### config.mk
export PLATFORM = sky130hd
export DESIGN_NAME = front_panel_setpoint_editor_unit
export DESIGN_NICKNAME = d
export VERILOG_FILES = /design/src/hdl/fpse_pkg.sv /design/src/hdl/front_panel_setpoint_editor_unit.sv
export VERILOG_INCLUDE_DIRS = /design/src /design/src/hdl
export SDC_FILE = /design/constraint.sdc
export NUM_CORES = 1
export LEC_CHECK = 0
export BUFFER_PORTS_ARGS = -buffer_cell sky130_fd_sc_hd__clkbuf_2
export CAP_MARGIN = 0
export CORE_ASPECT_RATIO = 0.75
export CORE_MARGIN = 2
export CORE_UTILIZATION = 40
export CTS_CLUSTER_SIZE = 40
export DETAILED_ROUTE_END_ITERATION = 8
export GPL_TIMING_DRIVEN = 0
export PLACE_DENSITY = 0.55
export SYNTH_ARGS = -nofsm -noshare
export SYNTH_HDL_FRONTEND = slang
export SYNTH_SLANG_ARGS = --single-unit
### constraint.sdc
create_clock -name aclk -period 11.2 [get_ports aclk]
set_clock_uncertainty 0.15 [all_clocks]
set_input_delay 2.24 -clock aclk [delete_from_list [all_inputs] [get_ports aclk]]
set_output_delay 2.24 -clock aclk [all_outputs]
set_load 0.01 [all_outputs]
### src/hdl/front_panel_setpoint_editor_unit_assert.svh
// Assertion macros shared by the setpoint editor RTL.
`ifndef FRONT_PANEL_SETPOINT_EDITOR_UNIT_ASSERT_SVH
`define FRONT_PANEL_SETPOINT_EDITOR_UNIT_ASSERT_SVH

// Same-cycle implication, disabled during reset.
`define FPSE_ASSERT_IMPL(label, clk, rstn, ante, cons) \
    label: assert property (@(posedge clk) disable iff (!(rstn)) (ante) |-> (cons)) \
        else $error("fpse assertion failed");

// Next-cycle implication, disabled during reset.
`define FPSE_ASSERT_NEXT(label, clk, rstn, ante, cons) \
    label: assert property (@(posedge clk) disable iff (!(rstn)) (ante) |=> (cons)) \
        else $error("fpse assertion failed");

`endif

### src/hdl/fpse_pkg.sv
// Types, constants and helper functions for the front panel setpoint editor.
package fpse_pkg;

    typedef enum logic [1:0] {
        MODE_MAIN  = 2'd0,
        MODE_GRAPH = 2'd1,
        MODE_RAW   = 2'd2,
        MODE_EDIT  = 2'd3
    } mode_t;

    typedef enum logic [2:0] {
        CFG_EDIT_TIMEOUT = 3'd0,
        CFG_VOLTAGE_MAX  = 3'd1,
        CFG_VOLTAGE_MIN  = 3'd2,
        CFG_CURRENT_MAX  = 3'd3,
        CFG_CURRENT_MIN  = 3'd4
    } cfg_index_t;

    localparam int CFG_DATA_W = 11;
    localparam int VOLT_W     = 11;
    localparam int CURR_W     = 9;
    localparam int TIMER_W    = 8;
    localparam int COUNT_W    = 16;
    localparam int DIGIT_W    = 3;
    localparam int WEIGHT_W   = 10;
    localparam int SUM_W      = 28;

    localparam int S_TDATA_W  = 24;
    localparam int M_TDATA_W  = 56;

    localparam int DETENT_DIVISOR = 2;

    localparam logic [DIGIT_W-1:0] DIGIT_LAST      = 3'd6;
    localparam logic [DIGIT_W-1:0] DIGIT_VOLT_LAST = 3'd3;

    localparam logic [TIMER_W-1:0] TIMEOUT_RESET   = 8'd75;
    localparam logic [VOLT_W-1:0]  VOLT_MAX_RESET  = 11'd1500;
    localparam logic [VOLT_W-1:0]  VOLT_MIN_RESET  = 11'd1;
    localparam logic [CURR_W-1:0]  CURR_MAX_RESET  = 9'd350;
    localparam logic [CURR_W-1:0]  CURR_MIN_RESET  = 9'd1;
    localparam logic [VOLT_W-1:0]  VOLT_TARGET_RESET = 11'd500;
    localparam logic [CURR_W-1:0]  CURR_TARGET_RESET = 9'd50;

    // Weight of the selected decimal digit in hundredths.
    function automatic logic [WEIGHT_W-1:0] digit_weight(input logic [DIGIT_W-1:0] digit);
        logic [WEIGHT_W-1:0] w;
        unique case (digit)
            3'd0:    w = 10'd1000;
            3'd1:    w = 10'd100;
            3'd2:    w = 10'd10;
            3'd3:    w = 10'd1;
            3'd4:    w = 10'd100;
            3'd5:    w = 10'd10;
            default: w = 10'd1;
        endcase
        return w;
    endfunction

    // Limit to hi first, then raise to lo; lo wins when lo > hi.
    function automatic logic [VOLT_W-1:0] clamp_value(input logic signed [SUM_W-1:0] v,
                                                      input logic [VOLT_W-1:0] hi,
                                                      input logic [VOLT_W-1:0] lo);
        logic signed [SUM_W-1:0] r;
        logic signed [SUM_W-1:0] hi_s;
        logic signed [SUM_W-1:0] lo_s;
        hi_s = signed'({{(SUM_W-VOLT_W){1'b0}}, hi});
        lo_s = signed'({{(SUM_W-VOLT_W){1'b0}}, lo});
        r = v;
        if (r > hi_s) r = hi_s;
        if (r < lo_s) r = lo_s;
        return r[VOLT_W-1:0];
    endfunction

endpackage

### src/hdl/front_panel_setpoint_editor_unit.sv
// Front panel setpoint editor: mode, digit and setpoint editing per display refresh.
`include "front_panel_setpoint_editor_unit_assert.svh"

// One transfer on the s_ side is one display refresh and yields one transfer on
// the m_ side with the state after that refresh. Each refresh passes through the
// single update stage between the input register and the output register,
// so a new refresh is accepted every cycle while m_tready holds. The state
// registers are loaded from that update stage on each refresh.
// The cfg_ port writes the timeout and clamp limits; write it only while idle.
module front_panel_setpoint_editor_unit (
    input  logic                          aclk,
    input  logic                          aresetn,
    input  logic                          cfg_we,
    input  logic [2:0]                    cfg_index,
    input  logic [fpse_pkg::CFG_DATA_W-1:0] cfg_wdata,
    input  logic                          s_tvalid,
    output logic                          s_tready,
    // [0] mode_button, [1] commit_button, [17:2] encoder_count, [23:18] zero
    input  logic [fpse_pkg::S_TDATA_W-1:0] s_tdata,
    output logic                          m_tvalid,
    input  logic                          m_tready,
    // [1:0] display_mode, [4:2] edit_digit, [15:5] voltage_setpoint,
    // [24:16] current_setpoint, [35:25] pending_voltage, [44:36] pending_current,
    // [52:45] idle_count, [55:53] zero
    output logic [fpse_pkg::M_TDATA_W-1:0] m_tdata
);
    import fpse_pkg::*;

    // configuration
    logic [TIMER_W-1:0] edit_timeout_reg;
    logic [VOLT_W-1:0]  voltage_max_reg, voltage_min_reg;
    logic [CURR_W-1:0]  current_max_reg, current_min_reg;

    // input register
    logic                      in_valid_reg, in_valid_next;
    logic                      in_mode_reg, in_commit_reg;
    logic signed [COUNT_W-1:0] in_count_reg;

    // editor state
    mode_t               mode_reg, mode_next, return_mode_reg, return_mode_next;
    logic [DIGIT_W-1:0]  digit_reg, digit_next;
    logic [TIMER_W-1:0]  idle_reg, idle_next;
    logic [VOLT_W-1:0]   volt_target_reg, volt_target_next;
    logic [CURR_W-1:0]   curr_target_reg, curr_target_next;
    logic [VOLT_W-1:0]   volt_pend_reg, volt_pend_next;
    logic [CURR_W-1:0]   curr_pend_reg, curr_pend_next;
    logic [COUNT_W-1:0]  last_count_reg;

    // output register
    logic                 out_valid_reg, out_valid_next;
    logic [M_TDATA_W-1:0] out_data_reg, out_data_next;

    logic  s_fire, proc_fire;
    mode_t mode_btn, mode_cmt;
    logic  timeout_hit;

    logic signed [COUNT_W-1:0]  delta;
    logic signed [COUNT_W-1:0]  steps;
    logic signed [SUM_W-1:0]    change;
    logic signed [SUM_W-1:0]    sum;
    logic [WEIGHT_W-1:0]        weight;
    logic [VOLT_W-1:0]          clamp_hi, clamp_lo, base, clamped;
    logic [TIMER_W-1:0]         idle_inc;

    assign proc_fire = in_valid_reg && (!out_valid_reg || m_tready);
    assign s_tready  = !in_valid_reg || proc_fire;
    assign s_fire    = s_tvalid && s_tready;
    assign m_tvalid  = out_valid_reg;
    assign m_tdata   = out_data_reg;

    always_comb begin
        in_valid_next = in_valid_reg;
        if (s_fire) begin
            in_valid_next = 1'b1;
        end else if (proc_fire) begin
            in_valid_next = 1'b0;
        end
        out_valid_next = out_valid_reg;
        if (proc_fire) begin
            out_valid_next = 1'b1;
        end else if (m_tready) begin
            out_valid_next = 1'b0;
        end
    end

    // mode after the two buttons
    always_comb begin
        mode_btn = mode_reg;
        if (in_mode_reg) begin
            unique case (mode_reg)
                MODE_MAIN:  mode_btn = MODE_GRAPH;
                MODE_GRAPH: mode_btn = MODE_RAW;
                MODE_RAW:   mode_btn = MODE_MAIN;
                MODE_EDIT:  mode_btn = MODE_EDIT;
            endcase
        end
        mode_cmt         = mode_btn;
        return_mode_next = return_mode_reg;
        if (in_commit_reg) begin
            if (mode_btn == MODE_EDIT) begin
                if (return_mode_reg != MODE_EDIT) mode_cmt = return_mode_reg;
            end else begin
                return_mode_next = mode_btn;
                mode_cmt         = MODE_EDIT;
            end
        end
    end

    // next state of the display mode
    always_comb begin
        mode_next = mode_cmt;
        if (mode_cmt == MODE_EDIT && timeout_hit) mode_next = return_mode_next;
    end

    // digit, timer and setpoint datapath
    always_comb begin
        digit_next       = digit_reg;
        idle_next        = idle_reg;
        volt_target_next = volt_target_reg;
        curr_target_next = curr_target_reg;
        volt_pend_next   = volt_pend_reg;
        curr_pend_next   = curr_pend_reg;
        timeout_hit      = 1'b0;

        if (in_mode_reg && mode_reg == MODE_EDIT) begin
            idle_next  = '0;
            digit_next = (digit_reg >= DIGIT_LAST) ? '0 : digit_reg + 3'd1;
        end

        if (in_commit_reg) begin
            if (mode_btn == MODE_EDIT) begin
                volt_target_next = volt_pend_reg;
                curr_target_next = curr_pend_reg;
            end else begin
                volt_pend_next = volt_target_reg;
                curr_pend_next = curr_target_reg;
                digit_next     = '0;
                idle_next      = '0;
            end
        end

        delta  = signed'(in_count_reg - signed'(last_count_reg));
        steps  = COUNT_W'(delta / DETENT_DIVISOR);
        weight = digit_weight(digit_next);
        change = SUM_W'(steps * signed'({1'b0, weight}));
        if (digit_next <= DIGIT_VOLT_LAST) begin
            base     = volt_pend_next;
            clamp_hi = voltage_max_reg;
            clamp_lo = voltage_min_reg;
        end else begin
            base     = {{(VOLT_W-CURR_W){1'b0}}, curr_pend_next};
            clamp_hi = {{(VOLT_W-CURR_W){1'b0}}, current_max_reg};
            clamp_lo = {{(VOLT_W-CURR_W){1'b0}}, current_min_reg};
        end
        sum     = change + signed'({{(SUM_W-VOLT_W){1'b0}}, base});
        clamped = clamp_value(sum, clamp_hi, clamp_lo);

        if (delta != '0 && mode_cmt == MODE_EDIT) begin
            idle_next = {{(TIMER_W-1){1'b0}}, idle_next[0]};
            if (digit_next <= DIGIT_VOLT_LAST) begin
                volt_pend_next = clamped;
            end else begin
                curr_pend_next = clamped[CURR_W-1:0];
            end
        end

        idle_inc = idle_next + 8'd1;
        if (mode_cmt == MODE_EDIT) begin
            idle_next = idle_inc;
            if (idle_inc >= edit_timeout_reg) begin
                timeout_hit = 1'b1;
                idle_next   = '0;
            end
        end

        out_data_next = {3'b000, idle_next, curr_pend_next, volt_pend_next,
                         curr_target_next, volt_target_next, digit_next, mode_next};
    end

    always_ff @(posedge aclk) begin
        if (!aresetn) begin
            edit_timeout_reg <= TIMEOUT_RESET;
            voltage_max_reg  <= VOLT_MAX_RESET;
            voltage_min_reg  <= VOLT_MIN_RESET;
            current_max_reg  <= CURR_MAX_RESET;
            current_min_reg  <= CURR_MIN_RESET;
        end else if (cfg_we) begin
            unique case (cfg_index)
                CFG_EDIT_TIMEOUT: edit_timeout_reg <= cfg_wdata[TIMER_W-1:0];
                CFG_VOLTAGE_MAX:  voltage_max_reg  <= cfg_wdata[VOLT_W-1:0];
                CFG_VOLTAGE_MIN:  voltage_min_reg  <= cfg_wdata[VOLT_W-1:0];
                CFG_CURRENT_MAX:  current_max_reg  <= cfg_wdata[CURR_W-1:0];
                CFG_CURRENT_MIN:  current_min_reg  <= cfg_wdata[CURR_W-1:0];
                default: ;
            endcase
        end
    end

    always_ff @(posedge aclk) begin
        if (!aresetn) begin
            in_valid_reg    <= 1'b0;
            out_valid_reg   <= 1'b0;
            mode_reg        <= MODE_MAIN;
            return_mode_reg <= MODE_MAIN;
            digit_reg       <= '0;
            idle_reg        <= '0;
            volt_target_reg <= VOLT_TARGET_RESET;
            curr_target_reg <= CURR_TARGET_RESET;
            volt_pend_reg   <= '0;
            curr_pend_reg   <= '0;
            last_count_reg  <= '0;
        end else begin
            in_valid_reg  <= in_valid_next;
            out_valid_reg <= out_valid_next;
            if (proc_fire) begin
                mode_reg        <= mode_next;
                return_mode_reg <= return_mode_next;
                digit_reg       <= digit_next;
                idle_reg        <= idle_next;
                volt_target_reg <= volt_target_next;
                curr_target_reg <= curr_target_next;
                volt_pend_reg   <= volt_pend_next;
                curr_pend_reg   <= curr_pend_next;
                last_count_reg  <= in_count_reg;
            end
        end
    end

    always_ff @(posedge aclk) begin
        if (s_fire) begin
            in_mode_reg   <= s_tdata[0];
            in_commit_reg <= s_tdata[1];
            in_count_reg  <= signed'(s_tdata[COUNT_W+1:2]);
        end
        if (proc_fire) begin
            out_data_reg <= out_data_next;
        end
    end

    `FPSE_ASSERT_IMPL(a_digit_range, aclk, aresetn, 1'b1, digit_reg <= DIGIT_LAST)
    `FPSE_ASSERT_IMPL(a_return_not_edit, aclk, aresetn, 1'b1, return_mode_reg != MODE_EDIT)
    `FPSE_ASSERT_NEXT(a_result_loaded, aclk, aresetn, proc_fire, out_valid_reg)
    `FPSE_ASSERT_NEXT(a_state_holds, aclk, aresetn, !proc_fire,
        $stable({mode_reg, digit_reg, idle_reg, volt_pend_reg, curr_pend_reg}))

endmodule
==> metrics.yaml <==
status: "finished, violations left"
violations: "negative setup slack"
rr_endpoint: "m_tdata[43]"
fin_ws_ns: -0.2219
finalCritPeriodShare: 1.020
clk_path_buf_depth: 2
cpPeakStageDelay_ns: 0.53
nets: 2445
synth_most_common_cell: "nand2_1"
cp_slowest_cell: "fa_1"
holdPathEnd: "voltage_min_reg[3]"
drtIter0Drc: 1250
place_congestion: 0.8976
critical-path-top-delay-family: "adder cells"
yosys_warnings: 0
firstDrtPassIters: 6
drive_above_1_share: 0.2065
cp.required_ns: 11.26
drc: 0
syn2layout_area_growth_pct: 22.49
worst-path-buf-inv: 10
synth_edf_count: 71
synth.distinct_cells: 81
finalSetupViolCount: 32
fp.dieH_um: 180.8
die_area_um2: 43340
initial_core_util: 0.4074
antenna_found_initial: 0
largest_reg_flops: 53
clk_pin_slew_ns: 0.08
placed_cells: 2608
period_minus_slack_ns: 11.42
slew_headroom: 0.2156
synthTopCellsByArea: "fa_1, dfxtp_1, edfxtp_1"
hold_violations: 0
port_buffers: 90
vias: 14360
worstHoldStart: "voltage_min_reg[3]"
crit_path_start_kind: "flop"
grt_pass1_vias: 13680
crit_path_frequent_cell: "fa_1"
cp-end-kind: "flop"
clk_latency_ns: 0.46
ys_top_cells_by_count: "nand2_1, inv_1, nor2_1"
reg2reg_slack_ns: -0.22
routedWlPerCell_um: 18.50
final_max_slew_viol_count: 0
critical_path_class: "flop to flop"
antenna_cells: 0
worstPathMaxFanout: 7
arrival_ns: 11.49
postPlaceCellArea_um2: 17830
io_pins: 101
whs_path_depth: 2
fin_cells: 2706
n_fill_cell: 3910
ys_async_sr_fraction: 0
max-cap-violations: 0
clock_sinks: 192
fp.dieW_um: 239.7
postSynthCellCount: 1955
core_area_um2: 40920
netlist.area_leader.share: 0.1621
cts_buffers: 17
grt_usage: 0.2318
drt_wl_total_mm: 50.06
syn_avg_cell_area_um2: 8.527
synth_seq_cells: 192
vias_per_cell: 5.308
rows: 64
rsz0062_at_grt: "true"
mappedNetlistArea_um2: 16670
h-tree-depth: 4
ant_nets: 0
clock.fmax_mhz: 87.55
hp-class: "flop to flop"
yosysSeqAreaShare: 0.2732
synth_top_area_cell: "fa_1"
reg2reg_from: "in_count_reg[0]"
reg2reg_depth: 47
root_buffer: "clkbuf_16"
globalRouteOverflowTotal: 0
cts_tree: "done"
synth_top_flop_cell: "dfxtp_1"
grt_start_max_net_pins: 63
worst_pin_slew_ns: 1.168
grt_pass1_wl_mm: 77.75
hpwl_mm: 38.33
final_cell_area_um2: 20420
==> timing repair <==
item / CTS / global route
resized for setup: 195 / 99
cloned: 1 / 0
setup buffers: 49 / 22
hold buffers: 0 / 0
setup endpoints to repair: 40 / 40
pin swaps: 67 / 62
==> through the flow <==
step	util	hold slack, ns	TNS [ns]	worst slack [ns]
2_1_floorplan	-	0.2812	0	0.007121
3_3_place_gp	0.4358	0.2918	-77.10	-2.151
3_5_place_dp	0.4358	0.2967	-76.54	-2.135
4_1_cts	0.4835	0.3073	-2.556	-0.1760
5_1_grt	0.4991	0.3260	-17.96	-0.5723
6_report	0.4991	0.3064	-2.935	-0.2219
==> area by class of cell <==
cell class	count	area [µm²]	share of cell area
Buffer	69	330.3	0.01618
Clock buffer	17	425.4	0.02083
Clock inverter	15	183.9	0.009007
Inverter	277	1044	0.05110
Multi-Input combinational cell	1414	12120	0.5937
Sequential cell	192	4554	0.2230
Tap cell	561	701.9	0.03437
Timing Repair Buffer	161	1059	0.05184
==> per-layer routing <==
layer | part of all wire | GRT usage
met5 | 0 | 0
met4 | 0.0087 | 0.04175
met3 | 0.072 | 0.04920
met2 | 0.42 | 0.3280
met1 | 0.50 | 0.3612
==> worst max-delay path by stage <==
stage,to,cells past startpoint,start
2_1_floorplan,m_tdata[42],47,in_count_reg[1]
3_3_place_gp,m_tdata[43],47,in_count_reg[1]
3_5_place_dp,m_tdata[44],47,in_count_reg[1]
4_1_cts,m_tdata[44],47,in_count_reg[1]
5_1_grt,m_tdata[43],48,in_count_reg[11]
6_report,m_tdata[43],47,in_count_reg[0]
==> worst register-to-register path, delay by kind of cell, from the launching register on <==
kind | cells | cell delay [ns]
AOI/OAI and AO/OA | 14 | 2.64
xor gates and xnor gates | 2 | 0.38
adders and majority gates | 9 | 3.70
buffers and inverters | 10 | 1.16
DFF | 1 | 0.45
muxes | 2 | 0.55
and+or+nand+nor | 10 | 2.15
==> cells in the final DEF, fill, tap and decap left out, types with 9 or more instances in the layout <==
cell type,synthesis,layout
o21ai_0,42,37
a21o_1,25,25
a21oi_2,2,11
o31ai_1,24,18
ha_4,0,16
clkbuf_2,0,96
buf_6,1,13
and2_4,0,9
a211oi_1,13,12
nand3_1,68,63
xnor2_1,30,19
buf_4,3,61
mux2i_1,37,24
clkbuf_1,59,47
inv_1,275,266
ha_2,0,9
edfxtp_1,71,71
fa_1,135,129
nor2_2,0,15
clkbuf_16,0,17
nor3_1,31,25
ha_1,135,110
nor2_1,166,139
and2_1,27,18
mux2_2,26,22
a21oi_1,135,118
dfxtp_1,121,121
mux2i_4,0,9
nand2b_1,13,12
o211ai_1,16,16
a31oi_1,14,9
nor2_4,0,12
and3_1,16,15
nand2_1,306,300
nand4_1,11,11
inv_2,1,9
xor2_1,23,14
==> cells by family (layout without fill, tap and decap cells) <==
kind of cell / count (synthesis) / after routing / share of synthesized area
muxes: 63 / 63 / 0.03978
other: 1 / 3 / 0.0002249
AOI/OAI and AO/OA: 339 / 339 / 0.1310
and+or+nand+nor: 686 / 686 / 0.1838
xor gates and xnor gates: 53 / 53 / 0.02784
adders and majority gates: 270 / 270 / 0.2634
buffers and inverters: 351 / 539 / 0.08068
DFF: 192 / 192 / 0.2732
Power is left out: the tool's default activity adds up to more than one toggle a clock period on the data nets, which glitch-free logic cannot reach.
